<file path="src/rtl/core/rvde_pkg.sv">
// shared types, opcodes and constants for the rv32 decode and execute block
package rvde_pkg;

	localparam int RVDE_FIFO_DEPTH = 2;
	localparam int XLEN = 32;

	localparam logic [6:0] OPC_R      = 7'd51;
	localparam logic [6:0] OPC_IMM    = 7'd19;
	localparam logic [6:0] OPC_LOAD   = 7'd3;
	localparam logic [6:0] OPC_STORE  = 7'd35;
	localparam logic [6:0] OPC_BRANCH = 7'd99;
	localparam logic [6:0] OPC_LUI    = 7'd55;
	localparam logic [6:0] OPC_JAL    = 7'd111;
	localparam logic [6:0] OPC_JALR   = 7'd103;

	localparam logic [6:0] F7_BASE = 7'd0;
	localparam logic [6:0] F7_ALT  = 7'd32;
	localparam logic [6:0] F7_MULD = 7'd1;

	localparam logic [2:0] F3_ADD  = 3'd0;
	localparam logic [2:0] F3_SLL  = 3'd1;
	localparam logic [2:0] F3_ADD2 = 3'd2;
	localparam logic [2:0] F3_BAD  = 3'd3;
	localparam logic [2:0] F3_XOR  = 3'd4;
	localparam logic [2:0] F3_SR   = 3'd5;
	localparam logic [2:0] F3_OR   = 3'd6;
	localparam logic [2:0] F3_AND  = 3'd7;

	localparam logic [2:0] F3_BEQ  = 3'd0;
	localparam logic [2:0] F3_BNE  = 3'd1;
	localparam logic [2:0] F3_BLT  = 3'd4;
	localparam logic [2:0] F3_BGE  = 3'd5;
	localparam logic [2:0] F3_BLTU = 3'd6;
	localparam logic [2:0] F3_BGEU = 3'd7;

	localparam logic [4:0] SHAMT_MASK = 5'h1F;

	typedef enum logic [1:0] {
		ERR_NONE   = 2'd0,
		ERR_OPCODE = 2'd1,
		ERR_FUNCT  = 2'd2
	} err_t;

	typedef enum logic [3:0] {
		ALU_ADD, ALU_SUB, ALU_MUL, ALU_SLL, ALU_XOR,
		ALU_DIV, ALU_SRL, ALU_SRA, ALU_OR, ALU_AND
	} alu_op_t;

	typedef enum logic [2:0] {
		BR_EQ, BR_NE, BR_LT, BR_GE, BR_LTU, BR_GEU
	} br_cond_t;

	typedef struct packed {
		alu_op_t          alu_op;
		logic [XLEN-1:0]  alu_a;
		logic [XLEN-1:0]  alu_b;
		logic             is_branch;
		br_cond_t         br_cond;
		logic             is_jump;
		logic [XLEN-1:0]  target;
		logic [XLEN-1:0]  pc_plus4;
		logic [4:0]       rd;
		logic             writes;
		logic             is_load;
		logic             is_store;
		logic [XLEN-1:0]  store_data;
		err_t             err;
	} rvde_uop_t;

	typedef struct packed {
		logic idle;
		logic done;
	} rvde_div_stat_t;

endpackage

</file>
<file path="src/rtl/core/rvde_front.sv">
// front part: decodes an instruction beat into a micro-op
module rvde_front import rvde_pkg::*; (
	input  logic [XLEN-1:0] instr_word,
	input  logic [XLEN-1:0] pc_value,
	input  logic [XLEN-1:0] src1_value,
	input  logic [XLEN-1:0] src2_value,
	output rvde_uop_t       uop
);

	logic [6:0]      opc;
	logic [2:0]      f3;
	logic [6:0]      f7;
	logic [XLEN-1:0] imm_i, imm_s, imm_b, imm_j, imm_u;
	logic [XLEN-1:0] pc_plus4, jalr_sum;
	alu_op_t         dec_op;
	logic            dec_bad;

	assign opc   = instr_word[6:0];
	assign f3    = instr_word[14:12];
	assign f7    = instr_word[31:25];
	assign imm_i = {{20{instr_word[31]}}, instr_word[31:20]};
	assign imm_s = {{20{instr_word[31]}}, instr_word[31:25], instr_word[11:7]};
	assign imm_b = {{19{instr_word[31]}}, instr_word[31], instr_word[7],
		instr_word[30:25], instr_word[11:8], 1'b0};
	assign imm_j = {{11{instr_word[31]}}, instr_word[31], instr_word[19:12],
		instr_word[20], instr_word[30:21], 1'b0};
	assign imm_u = {instr_word[31:12], 12'b0};
	assign pc_plus4 = pc_value + XLEN'(4);
	assign jalr_sum = src1_value + imm_i;

	always_comb begin
		logic [6:0] f7_eff;
		f7_eff  = (opc == OPC_R) ? f7 : F7_BASE;
		dec_op  = ALU_ADD;
		dec_bad = 1'b0;
		unique case (f3)
			F3_ADD: begin
				if (f7_eff == F7_BASE) dec_op = ALU_ADD;
				else if (f7_eff == F7_ALT) dec_op = ALU_SUB;
				else if (f7_eff == F7_MULD) dec_op = ALU_MUL;
				else dec_bad = 1'b1;
			end
			F3_SLL:  dec_op = ALU_SLL;
			F3_ADD2: dec_op = ALU_ADD;
			F3_BAD:  dec_bad = 1'b1;
			F3_XOR:  dec_op = (f7_eff == F7_MULD) ? ALU_DIV : ALU_XOR;
			F3_SR:   dec_op = instr_word[30] ? ALU_SRA : ALU_SRL;
			F3_OR:   dec_op = ALU_OR;
			F3_AND:  dec_op = ALU_AND;
			default: dec_bad = 1'b1;
		endcase
	end

	always_comb begin
		uop            = '0;
		uop.alu_op     = ALU_ADD;
		uop.br_cond    = BR_EQ;
		uop.err        = ERR_NONE;
		uop.pc_plus4   = pc_plus4;
		unique case (opc)
			OPC_R, OPC_IMM: begin
				uop.alu_op = dec_op;
				uop.alu_a  = src1_value;
				uop.alu_b  = (opc == OPC_R) ? src2_value : imm_i;
				uop.writes = 1'b1;
				if (dec_bad) uop.err = ERR_FUNCT;
			end
			OPC_LOAD: begin
				uop.alu_a   = src1_value;
				uop.alu_b   = imm_i;
				uop.writes  = 1'b1;
				uop.is_load = 1'b1;
			end
			OPC_STORE: begin
				uop.alu_a      = src1_value;
				uop.alu_b      = imm_s;
				uop.is_store   = 1'b1;
				uop.store_data = src2_value;
			end
			OPC_BRANCH: begin
				uop.alu_a     = src1_value;
				uop.alu_b     = src2_value;
				uop.is_branch = 1'b1;
				uop.target    = pc_value + imm_b;
				unique case (f3)
					F3_BEQ:  uop.br_cond = BR_EQ;
					F3_BNE:  uop.br_cond = BR_NE;
					F3_BLT:  uop.br_cond = BR_LT;
					F3_BGE:  uop.br_cond = BR_GE;
					F3_BLTU: uop.br_cond = BR_LTU;
					F3_BGEU: uop.br_cond = BR_GEU;
					default: uop.err = ERR_FUNCT;
				endcase
			end
			OPC_LUI: begin
				uop.alu_a  = imm_u;
				uop.writes = 1'b1;
			end
			OPC_JAL: begin
				uop.alu_a   = pc_plus4;
				uop.writes  = 1'b1;
				uop.is_jump = 1'b1;
				uop.target  = pc_value + imm_j;
			end
			OPC_JALR: begin
				uop.alu_a   = pc_plus4;
				uop.writes  = 1'b1;
				uop.is_jump = 1'b1;
				uop.target  = {jalr_sum[XLEN-1:1], 1'b0};
			end
			default: uop.err = ERR_OPCODE;
		endcase
		if (uop.err != ERR_NONE) begin
			uop          = '0;
			uop.alu_op   = ALU_ADD;
			uop.br_cond  = BR_EQ;
			uop.pc_plus4 = pc_plus4;
			uop.err      = (opc == OPC_R || opc == OPC_IMM || opc == OPC_BRANCH)
				? ERR_FUNCT : ERR_OPCODE;
		end
		if (uop.writes) uop.rd = instr_word[11:7];
	end

endmodule

</file>
<file path="src/rtl/core/rvde_fifo.sv">
// micro-op queue between front and back
module rvde_fifo import rvde_pkg::*; #(
	parameter int DEPTH = RVDE_FIFO_DEPTH
) (
	input  logic      clk,
	input  logic      arst_n,
	input  logic      in_valid,
	output logic      in_ready,
	input  rvde_uop_t in_uop,
	output logic      out_valid,
	input  logic      out_ready,
	output rvde_uop_t out_uop
);

	localparam int PW = (DEPTH > 1) ? $clog2(DEPTH) : 1;
	localparam int CW = $clog2(DEPTH + 1);

	rvde_uop_t       mem [DEPTH];
	logic [PW-1:0]   wr_ptr_q, rd_ptr_q;
	logic [CW-1:0]   count_q;
	logic            push, pop;

	assign in_ready  = (count_q != CW'(DEPTH));
	assign out_valid = (count_q != '0);
	assign push      = in_valid && in_ready;
	assign pop       = out_valid && out_ready;
	assign out_uop   = mem[rd_ptr_q];

	always_ff @(posedge clk) begin
		if (push) mem[wr_ptr_q] <= in_uop;
	end

	always_ff @(posedge clk or negedge arst_n) begin
		if (!arst_n) begin
			wr_ptr_q <= '0;
			rd_ptr_q <= '0;
			count_q  <= '0;
		end else begin
			if (push) wr_ptr_q <= (wr_ptr_q == PW'(DEPTH - 1)) ? '0 : wr_ptr_q + 1'b1;
			if (pop)  rd_ptr_q <= (rd_ptr_q == PW'(DEPTH - 1)) ? '0 : rd_ptr_q + 1'b1;
			if (push && !pop) count_q <= count_q + 1'b1;
			else if (pop && !push) count_q <= count_q - 1'b1;
		end
	end

endmodule

</file>
<file path="src/rtl/core/rvde_div.sv">
// bit-serial signed divider, one quotient bit per cycle
module rvde_div import rvde_pkg::*; (
	input  logic            clk,
	input  logic            arst_n,
	input  logic            start,
	input  logic            ack,
	input  logic [XLEN-1:0] dividend,
	input  logic [XLEN-1:0] divisor,
	output rvde_div_stat_t  stat,
	output logic [XLEN-1:0] quotient
);

	typedef enum logic [1:0] {DIV_IDLE, DIV_RUN, DIV_DONE} div_state_t;

	localparam int NW = $clog2(XLEN);

	div_state_t      state_q;
	logic [NW-1:0]   cnt_q;
	logic [XLEN-1:0] quo_q, den_q, rem_q;
	logic            neg_q, zero_q;
	logic [XLEN:0]   shifted;
	logic            fits;

	assign shifted = {rem_q, quo_q[XLEN-1]};
	assign fits    = (shifted >= {1'b0, den_q});
	assign stat.idle = (state_q == DIV_IDLE);
	assign stat.done = (state_q == DIV_DONE);
	assign quotient  = zero_q ? '0 : (neg_q ? XLEN'(-quo_q) : quo_q);

	always_ff @(posedge clk or negedge arst_n) begin
		if (!arst_n) begin
			state_q <= DIV_IDLE;
			cnt_q   <= '0;
			quo_q   <= '0;
			den_q   <= '0;
			rem_q   <= '0;
			neg_q   <= 1'b0;
			zero_q  <= 1'b0;
		end else begin
			unique case (state_q)
				DIV_IDLE: begin
					if (start) begin
						quo_q   <= dividend[XLEN-1] ? XLEN'(-dividend) : dividend;
						den_q   <= divisor[XLEN-1] ? XLEN'(-divisor) : divisor;
						rem_q   <= '0;
						neg_q   <= dividend[XLEN-1] ^ divisor[XLEN-1];
						zero_q  <= (divisor == '0);
						cnt_q   <= NW'(XLEN - 1);
						state_q <= DIV_RUN;
					end
				end
				DIV_RUN: begin
					rem_q <= fits ? XLEN'(shifted - {1'b0, den_q}) : shifted[XLEN-1:0];
					quo_q <= {quo_q[XLEN-2:0], fits};
					if (cnt_q == '0) state_q <= DIV_DONE;
					else cnt_q <= cnt_q - 1'b1;
				end
				DIV_DONE: begin
					if (ack) state_q <= DIV_IDLE;
				end
				default: state_q <= DIV_IDLE;
			endcase
		end
	end

endmodule

</file>
<file path="src/rtl/core/rvde_back.sv">
// back part: executes micro-ops and holds the result beat
module rvde_back import rvde_pkg::*; (
	input  logic            clk,
	input  logic            arst_n,
	input  logic            head_valid,
	output logic            head_ready,
	input  rvde_uop_t       head,
	output logic            m_tvalid,
	input  logic            m_tready,
	output logic [111:0]    m_tdata
);

	logic            is_div, load_out, pop, taken, redir;
	logic [XLEN-1:0] alu_res, res;
	logic [4:0]      shamt;
	rvde_div_stat_t  div_stat;
	logic [XLEN-1:0] div_quot;

	logic [XLEN-1:0] res_q, sdata_q, npc_q;
	logic [4:0]      rd_q;
	logic            wr_q, ld_q, st_q, redir_q, valid_q;
	err_t            err_q;

	assign is_div     = (head.alu_op == ALU_DIV);
	assign load_out   = !valid_q || m_tready;
	assign pop        = head_valid && load_out && (!is_div || div_stat.done);
	assign head_ready = pop;
	assign shamt      = head.alu_b[4:0] & SHAMT_MASK;

	rvde_div u_div (
		.clk      (clk),
		.arst_n   (arst_n),
		.start    (head_valid && is_div && div_stat.idle),
		.ack      (pop && is_div),
		.dividend (head.alu_a),
		.divisor  (head.alu_b),
		.stat     (div_stat),
		.quotient (div_quot)
	);

	always_comb begin
		unique case (head.alu_op)
			ALU_ADD: alu_res = head.alu_a + head.alu_b;
			ALU_SUB: alu_res = head.alu_a - head.alu_b;
			ALU_MUL: alu_res = XLEN'(head.alu_a * head.alu_b);
			ALU_SLL: alu_res = head.alu_a << shamt;
			ALU_XOR: alu_res = head.alu_a ^ head.alu_b;
			ALU_DIV: alu_res = div_quot;
			ALU_SRL: alu_res = head.alu_a >> shamt;
			ALU_SRA: alu_res = XLEN'($signed(head.alu_a) >>> shamt);
			ALU_OR:  alu_res = head.alu_a | head.alu_b;
			ALU_AND: alu_res = head.alu_a & head.alu_b;
			default: alu_res = '0;
		endcase
	end

	always_comb begin
		unique case (head.br_cond)
			BR_EQ:  taken = (head.alu_a == head.alu_b);
			BR_NE:  taken = (head.alu_a != head.alu_b);
			BR_LT:  taken = ($signed(head.alu_a) < $signed(head.alu_b));
			BR_GE:  taken = ($signed(head.alu_a) >= $signed(head.alu_b));
			BR_LTU: taken = (head.alu_a < head.alu_b);
			BR_GEU: taken = (head.alu_a >= head.alu_b);
			default: taken = 1'b0;
		endcase
	end

	assign res   = head.is_branch ? '0 : alu_res;
	assign redir = head.is_jump || (head.is_branch && taken);

	always_ff @(posedge clk) begin
		if (pop) begin
			res_q   <= res;
			sdata_q <= head.store_data;
			npc_q   <= redir ? head.target : head.pc_plus4;
			rd_q    <= head.rd;
			wr_q    <= head.writes;
			ld_q    <= head.is_load;
			st_q    <= head.is_store;
			redir_q <= redir;
			err_q   <= head.err;
		end
	end

	always_ff @(posedge clk or negedge arst_n) begin
		if (!arst_n) begin
			valid_q <= 1'b0;
		end else if (pop) begin
			valid_q <= 1'b1;
		end else if (m_tready) begin
			valid_q <= 1'b0;
		end
	end

	assign m_tvalid = valid_q;
	assign m_tdata  = {5'b0, err_q, npc_q, redir_q, sdata_q, st_q, ld_q, wr_q, rd_q, res_q};

endmodule

</file>
<file path="src/rtl/core/rv32_decode_and_execute_top.sv">
// top level of the rv32 decode and execute block
//
// channel  dir  beat fields (tdata, lowest bit first)
// s_axis   in   instr_word, pc_value, src1_value, src2_value
// m_axis   out  alu_result, dest_reg, writes_reg, is_load, is_store,
//               store_data, redirect, next_pc, error_code
//
// one beat per cycle unless a divide or m_tready stalls the back part; the result
// beat is registered; a signed divide holds the back part until the bit-serial divider
// is done; the micro-op queue lets the front keep taking beats while the back waits
// arst_n clears the queue, the divider and the output valid
module rv32_decode_and_execute_top import rvde_pkg::*; #(
	parameter int FIFO_DEPTH = RVDE_FIFO_DEPTH
) (
	input  logic         clk,
	input  logic         arst_n,
	input  logic         s_tvalid,
	output logic         s_tready,
	// instr_word[31:0], pc_value[63:32], src1_value[95:64], src2_value[127:96]
	input  logic [127:0] s_tdata,
	output logic         m_tvalid,
	input  logic         m_tready,
	// alu_result[31:0], dest_reg[36:32], writes_reg[37], is_load[38], is_store[39],
	// store_data[71:40], redirect[72], next_pc[104:73], error_code[106:105]
	output logic [111:0] m_tdata
);

	rvde_uop_t front_uop, head_uop;
	logic      head_valid, head_ready;

	rvde_front u_front (
		.instr_word (s_tdata[31:0]),
		.pc_value   (s_tdata[63:32]),
		.src1_value (s_tdata[95:64]),
		.src2_value (s_tdata[127:96]),
		.uop        (front_uop)
	);

	rvde_fifo #(.DEPTH(FIFO_DEPTH)) u_fifo (
		.clk       (clk),
		.arst_n    (arst_n),
		.in_valid  (s_tvalid),
		.in_ready  (s_tready),
		.in_uop    (front_uop),
		.out_valid (head_valid),
		.out_ready (head_ready),
		.out_uop   (head_uop)
	);

	rvde_back u_back (
		.clk        (clk),
		.arst_n     (arst_n),
		.head_valid (head_valid),
		.head_ready (head_ready),
		.head       (head_uop),
		.m_tvalid   (m_tvalid),
		.m_tready   (m_tready),
		.m_tdata    (m_tdata)
	);

endmodule

</file>
<file path="config.mk">
export PLATFORM = sky130hd
export DESIGN_NAME = rv32_decode_and_execute_top
export DESIGN_NICKNAME = d
export VERILOG_FILES = /design/src/rtl/core/rvde_pkg.sv /design/src/rtl/core/rvde_front.sv /design/src/rtl/core/rvde_fifo.sv /design/src/rtl/core/rvde_div.sv /design/src/rtl/core/rvde_back.sv /design/src/rtl/core/rv32_decode_and_execute_top.sv
export SDC_FILE = /design/constraint.sdc
export NUM_CORES = 2
export LEC_CHECK = 0
export ABC_AREA = 1
export BUFFER_PORTS_ARGS = -buffer_cell sky130_fd_sc_hd__buf_2
export CORE_AREA = 3 3 309 311
export DETAILED_ROUTE_END_ITERATION = 16
export DIE_AREA = 0 0 312 314
export HOLD_SLACK_MARGIN = 0.15
export PLACE_DENSITY = 0.74
export SKIP_CTS_REPAIR_TIMING = 1
export SYNTH_ARGS = -nofsm -noshare
export SYNTH_HDL_FRONTEND = slang
export SYNTH_SLANG_ARGS = --single-unit
</file>
<file path="constraint.sdc">
create_clock -name clk -period 22.5 [get_ports clk]
set_clock_uncertainty 0.2 [all_clocks]
set_input_delay 4.5 -clock clk [delete_from_list [all_inputs] [get_ports clk]]
set_output_delay 4.5 -clock clk [all_outputs]
set_load 0.005 [all_outputs]
</file>
==> tab_implementation.tex <==
\begin{tabular}{lr}
\hline
Metric & Value \\
\hline
\multicolumn{2}{l}{\textbf{Run status}} \\
Status & finished clean \\
\multicolumn{2}{l}{\textbf{Job}} \\
Max\_cap viols & 0 \\
\multicolumn{2}{l}{\textbf{Drt}} \\
Met3 wirelength from detailed routing & roughly 30 mm \\
Detailed-router iteration count before antenna repair & 10 \\
Highest signal layer in the routed design & met5 \\
Wire length on met2 & 103 mm \\
ANT nets after route & 0 \\
Via count normalized by instance count & about 6.4 \\
Vias & roughly 55000 \\
Overall routed net length & 237 mm \\
Number of remaining DRC errors & 0 \\
Post-Route M1 WL & 78.9 mm \\
Detailed router's first-iteration violation count & between 7000 and 8000 \\
Post-detailed-route wirelength per cell & 28.0 µm \\
\multicolumn{2}{l}{\textbf{Final layout}} \\
Final net count & a little over 8000 \\
Area overhead of the layout relative to synthesis & 7.61\% \\
Finished Layout Cells & 8493 \\
Final core utilization & 0.642 \\
Fraction of layout instances using a drive strength above 1 & 0.0824 \\
\multicolumn{2}{l}{\textbf{Setup path}} \\
Launching point of the worst reg2reg path & u\_fifo.rd\_ptr\_q \\
Start point of the critical path & u\_fifo.rd\_ptr\_q \\
Type of element capturing the critical path & register \\
Worst endpoint data arrival time & slightly above 10000 ps \\
Critical Path Max Stage Delay & $\sim$800 ps \\
Required @ worst endpoint & around 23000 ps \\
Critical Path Most Common Cell & sky130\_fd\_sc\_hd\_\_fa\_1 \\
Cell with the largest stage delay on the worst path & sky130\_fd\_sc\_hd\_\_clkinv\_1 \\
CP Class & reg -> reg \\
Worst-path maximum fanout & 170 \\
CP Launch Type & register \\
\multicolumn{2}{l}{\textbf{Yosys}} \\
Share of flip-flops with an asynchronous set or reset after synthesis & 0.191 \\
Main area contributors after synthesis & sky130\_fd\_sc\_hd\_\_edfxtp\_1 (25\%), sky130\_fd\_sc\_hd\_\_fa\_1 (15\%), sky130\_fd\_sc\_hd\_\_nand2\_1 (12\%) \\
Seq cells post-synth & about 580 \\
Syn\_area\_per\_cell & a little under 8 µm² \\
Sequential share of the synthesized area & 0.301 \\
Synth unique cells & 74 \\
Area of the mapped netlist & 55500 µm² \\
Number of warnings issued by yosys & 0 \\
Area fraction of the dominant cell type after synthesis & 0.251 \\
Biggest area consumer among synthesized cells & sky130\_fd\_sc\_hd\_\_edfxtp\_1 \\
Prevailing post-synth register cell & sky130\_fd\_sc\_hd\_\_edfxtp\_1 \\
Count of flip-flops with a built-in enable after synthesis & around 470 \\
Post-synthesis cell count & approximately 7100 \\
\multicolumn{2}{l}{\textbf{STA}} \\
Final min period & between 10000 and 15000 ps \\
Final number of hold-violating endpoints & 0 \\
Total Negative Setup Slacks & 0 ps \\
Tcrit/Tclk final & 0.449 \\
Setup repair after global routing missed its margin & no \\
Count of endpoints failing setup in the final report & 0 \\
Upper clock frequency limit & approximately 99 MHz \\
Worst Tran Pin Value & $\sim$1300 ps \\
Final count of pins violating max slew & 0 \\
Post-route worst hold slack & between 200 and 300 ps \\
Remaining max-slew budget at the tightest pin & 0.136 \\
\multicolumn{2}{l}{\textbf{Floorplanning}} \\
Die outline width & between 300 and 400 µm \\
Height of the die & 314 µm \\
Placement Rows & 112 \\
Number of top-level pins & approximately 250 \\
CORE AREA & 93000 µm² \\
Full die area & just under 100000 µm² \\
Initial Util & 0.597 \\
\multicolumn{2}{l}{\textbf{Global routing}} \\
Maximum number of pins on one net before global-route repair & roughly 170 \\
Total congestion overflow & 0 \\
Global-route wire length before repair & about 350 mm \\
Global routing usage summed across all routing layers & 0.479 \\
Number of antenna violations at the first check in global routing & 22 \\
Number of global-route vias before repair & between 50000 and 60000 \\
\multicolumn{2}{l}{\textbf{Clock network}} \\
Number of sinks handled by clock tree synthesis & between 500 and 600 \\
Clock tree from TritonCTS & done \\
Clock latency at the later pin of the worst-skew pair & between 600 and 700 ps \\
Number of CTS-inserted buffers & 60 \\
Clk pin slew, worst setup/hold paths & approximately 70 ps \\
Longest Clk Path Bufs & 3 \\
H-Tree Depth & 2 \\
Master cell of the clock root buffer & sky130\_fd\_sc\_hd\_\_clkbuf\_16 \\
\multicolumn{2}{l}{\textbf{Placed design}} \\
Detail Placement HPWL & 178 mm \\
Number of placed instances with taps included & 8369 \\
Port Buffers & between 200 and 250 \\
GP Congestion & 1.15 \\
\multicolumn{2}{l}{\textbf{Worst hold path}} \\
Worst hold-check path type & reg -> reg \\
Hold path startpoint & u\_fifo.count\_q[0] \\
\hline
\end{tabular}
==> per-layer routing <==
metal  GRT usage  up-vias
li1            -    23298
met1       0.549    25616
met2       0.744     4318
met3       0.149     1281
met4       0.387       26
met5     0.00395        -
==> logic make-up (layout without fill, tap and decap cells) <==
logic type / after synthesis / after routing / synth area share
and+or+nand+nor: 3109 / 3109 / 0.233
adders and majority gates: 732 / 732 / 0.221
xor gates and xnor gates: 128 / 128 / 0.0202
other: 1 / 15 / 0.0000675
DFF: 575 / 575 / 0.301
buffers and inverters: 1300 / 1443 / 0.0932
muxes: 39 / 39 / 0.00703
AOI/OAI and AO/OA: 1198 / 1198 / 0.125
==> per-stage QoR <==
stage / setup slack (ps) / cell area [µm²]
after floorplan: 9550 / 55600
after global placement: 12700 / 57700
after detailed placement: 12650 / 57700
after CTS: 12630 / 59700
after global routing: 12150 / 59700
final: 12400 / 59800
==> state kept, by name, summed over array words and instances, names as in the netlist, 2 cells and up <==
register / cells
u_back.u_div.rem_q: 32
u_back.err_q: 2
u_back.u_div.state_q: 2
u_back.u_div.den_q: 32
u_back.rd_q: 5
u_back.res_q: 32
u_back.u_div.cnt_q: 5
u_fifo.mem: 358
u_back.sdata_q: 32
u_back.npc_q: 32
u_back.u_div.quo_q: 32
u_fifo.count_q: 2
==> worst paths after layout <==
check	slack, ps	to	cells past startpoint
max reg2reg	12400	u_back.res_q[31]	28
max	12400	u_back.res_q[31]	28
max in group asynchronous	17100	u_back.u_div.den_q[18]	2
min reg2reg	290	u_fifo.count_q[0]	1
min	290	u_fifo.count_q[0]	1
min in group asynchronous	3570	u_back.u_div.cnt_q[0]	1
==> worst max-delay path, delay by kind of cell, from the launching register on <==
kind            cells  cell delay [ps]
flops               1              690
simple gates       11             2240
fa+ha+maj           9             4310
buf+inv             7             1910
compound gates      1              110
==> placed cells by master, fill, tap and decap left out, types with 62 or more instances in the layout <==
cell and instances:
sky130_fd_sc_hd__buf_4 87, sky130_fd_sc_hd__dfrtp_1 109, sky130_fd_sc_hd__xor2_1 98, sky130_fd_sc_hd__o21ai_0 393, sky130_fd_sc_hd__inv_1 954, sky130_fd_sc_hd__nand3_1 311, sky130_fd_sc_hd__fa_1 413, sky130_fd_sc_hd__nor3_1 62
sky130_fd_sc_hd__nor2_1 715, sky130_fd_sc_hd__buf_2 239, sky130_fd_sc_hd__a21oi_1 393, sky130_fd_sc_hd__nand4_1 62, sky130_fd_sc_hd__nand2_1 1762, sky130_fd_sc_hd__ha_1 319, sky130_fd_sc_hd__edfxtp_1 465, sky130_fd_sc_hd__o21ai_1 82
==> area by class of cell <==
| type | instances | area [µm²] |
|---|---|---|
| timing repair buffer | 329 | 1910 |
| antenna | 10 | 25.0 |
| inverter | 1000 | 3760 |
| clock buffer | 76 | 1620 |
| fill | 7891 | 33300 |
| clock inverter | 38 | 438 |
| tap | 1254 | 1570 |
| sequential | 575 | 16700 |
| multi-input combinational | 5211 | 33700 |
==> cells in the mapped netlist (7+ instances only) <==
master / count
sky130_fd_sc_hd__o31ai_1: 14
sky130_fd_sc_hd__xnor2_1: 30
sky130_fd_sc_hd__nand4_1: 62
sky130_fd_sc_hd__o2111ai_1: 13
sky130_fd_sc_hd__o21ai_2: 15
sky130_fd_sc_hd__o21ai_1: 83
sky130_fd_sc_hd__ha_1: 319
sky130_fd_sc_hd__edfxtp_1: 465
sky130_fd_sc_hd__nor2_2: 12
sky130_fd_sc_hd__o21a_1: 11
sky130_fd_sc_hd__buf_4: 24
sky130_fd_sc_hd__buf_6: 17
sky130_fd_sc_hd__xor2_1: 98
sky130_fd_sc_hd__clkbuf_1: 162
sky130_fd_sc_hd__nand2_2: 31
sky130_fd_sc_hd__a21oi_1: 393
sky130_fd_sc_hd__nand3_1: 311
sky130_fd_sc_hd__a21boi_0: 14
sky130_fd_sc_hd__o21ai_0: 395
sky130_fd_sc_hd__o221ai_1: 41
sky130_fd_sc_hd__nor2_1: 718
sky130_fd_sc_hd__o22ai_1: 37
sky130_fd_sc_hd__a211oi_1: 17
sky130_fd_sc_hd__and3_1: 7
sky130_fd_sc_hd__a221oi_1: 14
sky130_fd_sc_hd__mux2i_1: 39
sky130_fd_sc_hd__nor3_1: 62
sky130_fd_sc_hd__fa_1: 413
sky130_fd_sc_hd__o211ai_1: 35
sky130_fd_sc_hd__buf_1: 34
sky130_fd_sc_hd__nand2_1: 1763
sky130_fd_sc_hd__a31oi_1: 35
sky130_fd_sc_hd__buf_2: 61
sky130_fd_sc_hd__dfrtp_1: 110
sky130_fd_sc_hd__inv_1: 956
sky130_fd_sc_hd__nor4_1: 27
sky130_fd_sc_hd__or2_2: 42
sky130_fd_sc_hd__clkinv_1: 12
sky130_fd_sc_hd__o21bai_1: 18
sky130_fd_sc_hd__inv_2: 32
sky130_fd_sc_hd__a32o_1: 9
sky130_fd_sc_hd__nand3b_1: 48
sky130_fd_sc_hd__a21o_1: 23
Power is not shown: default switching activity piles up to over one toggle a cycle in this logic, so the estimate is an artifact.
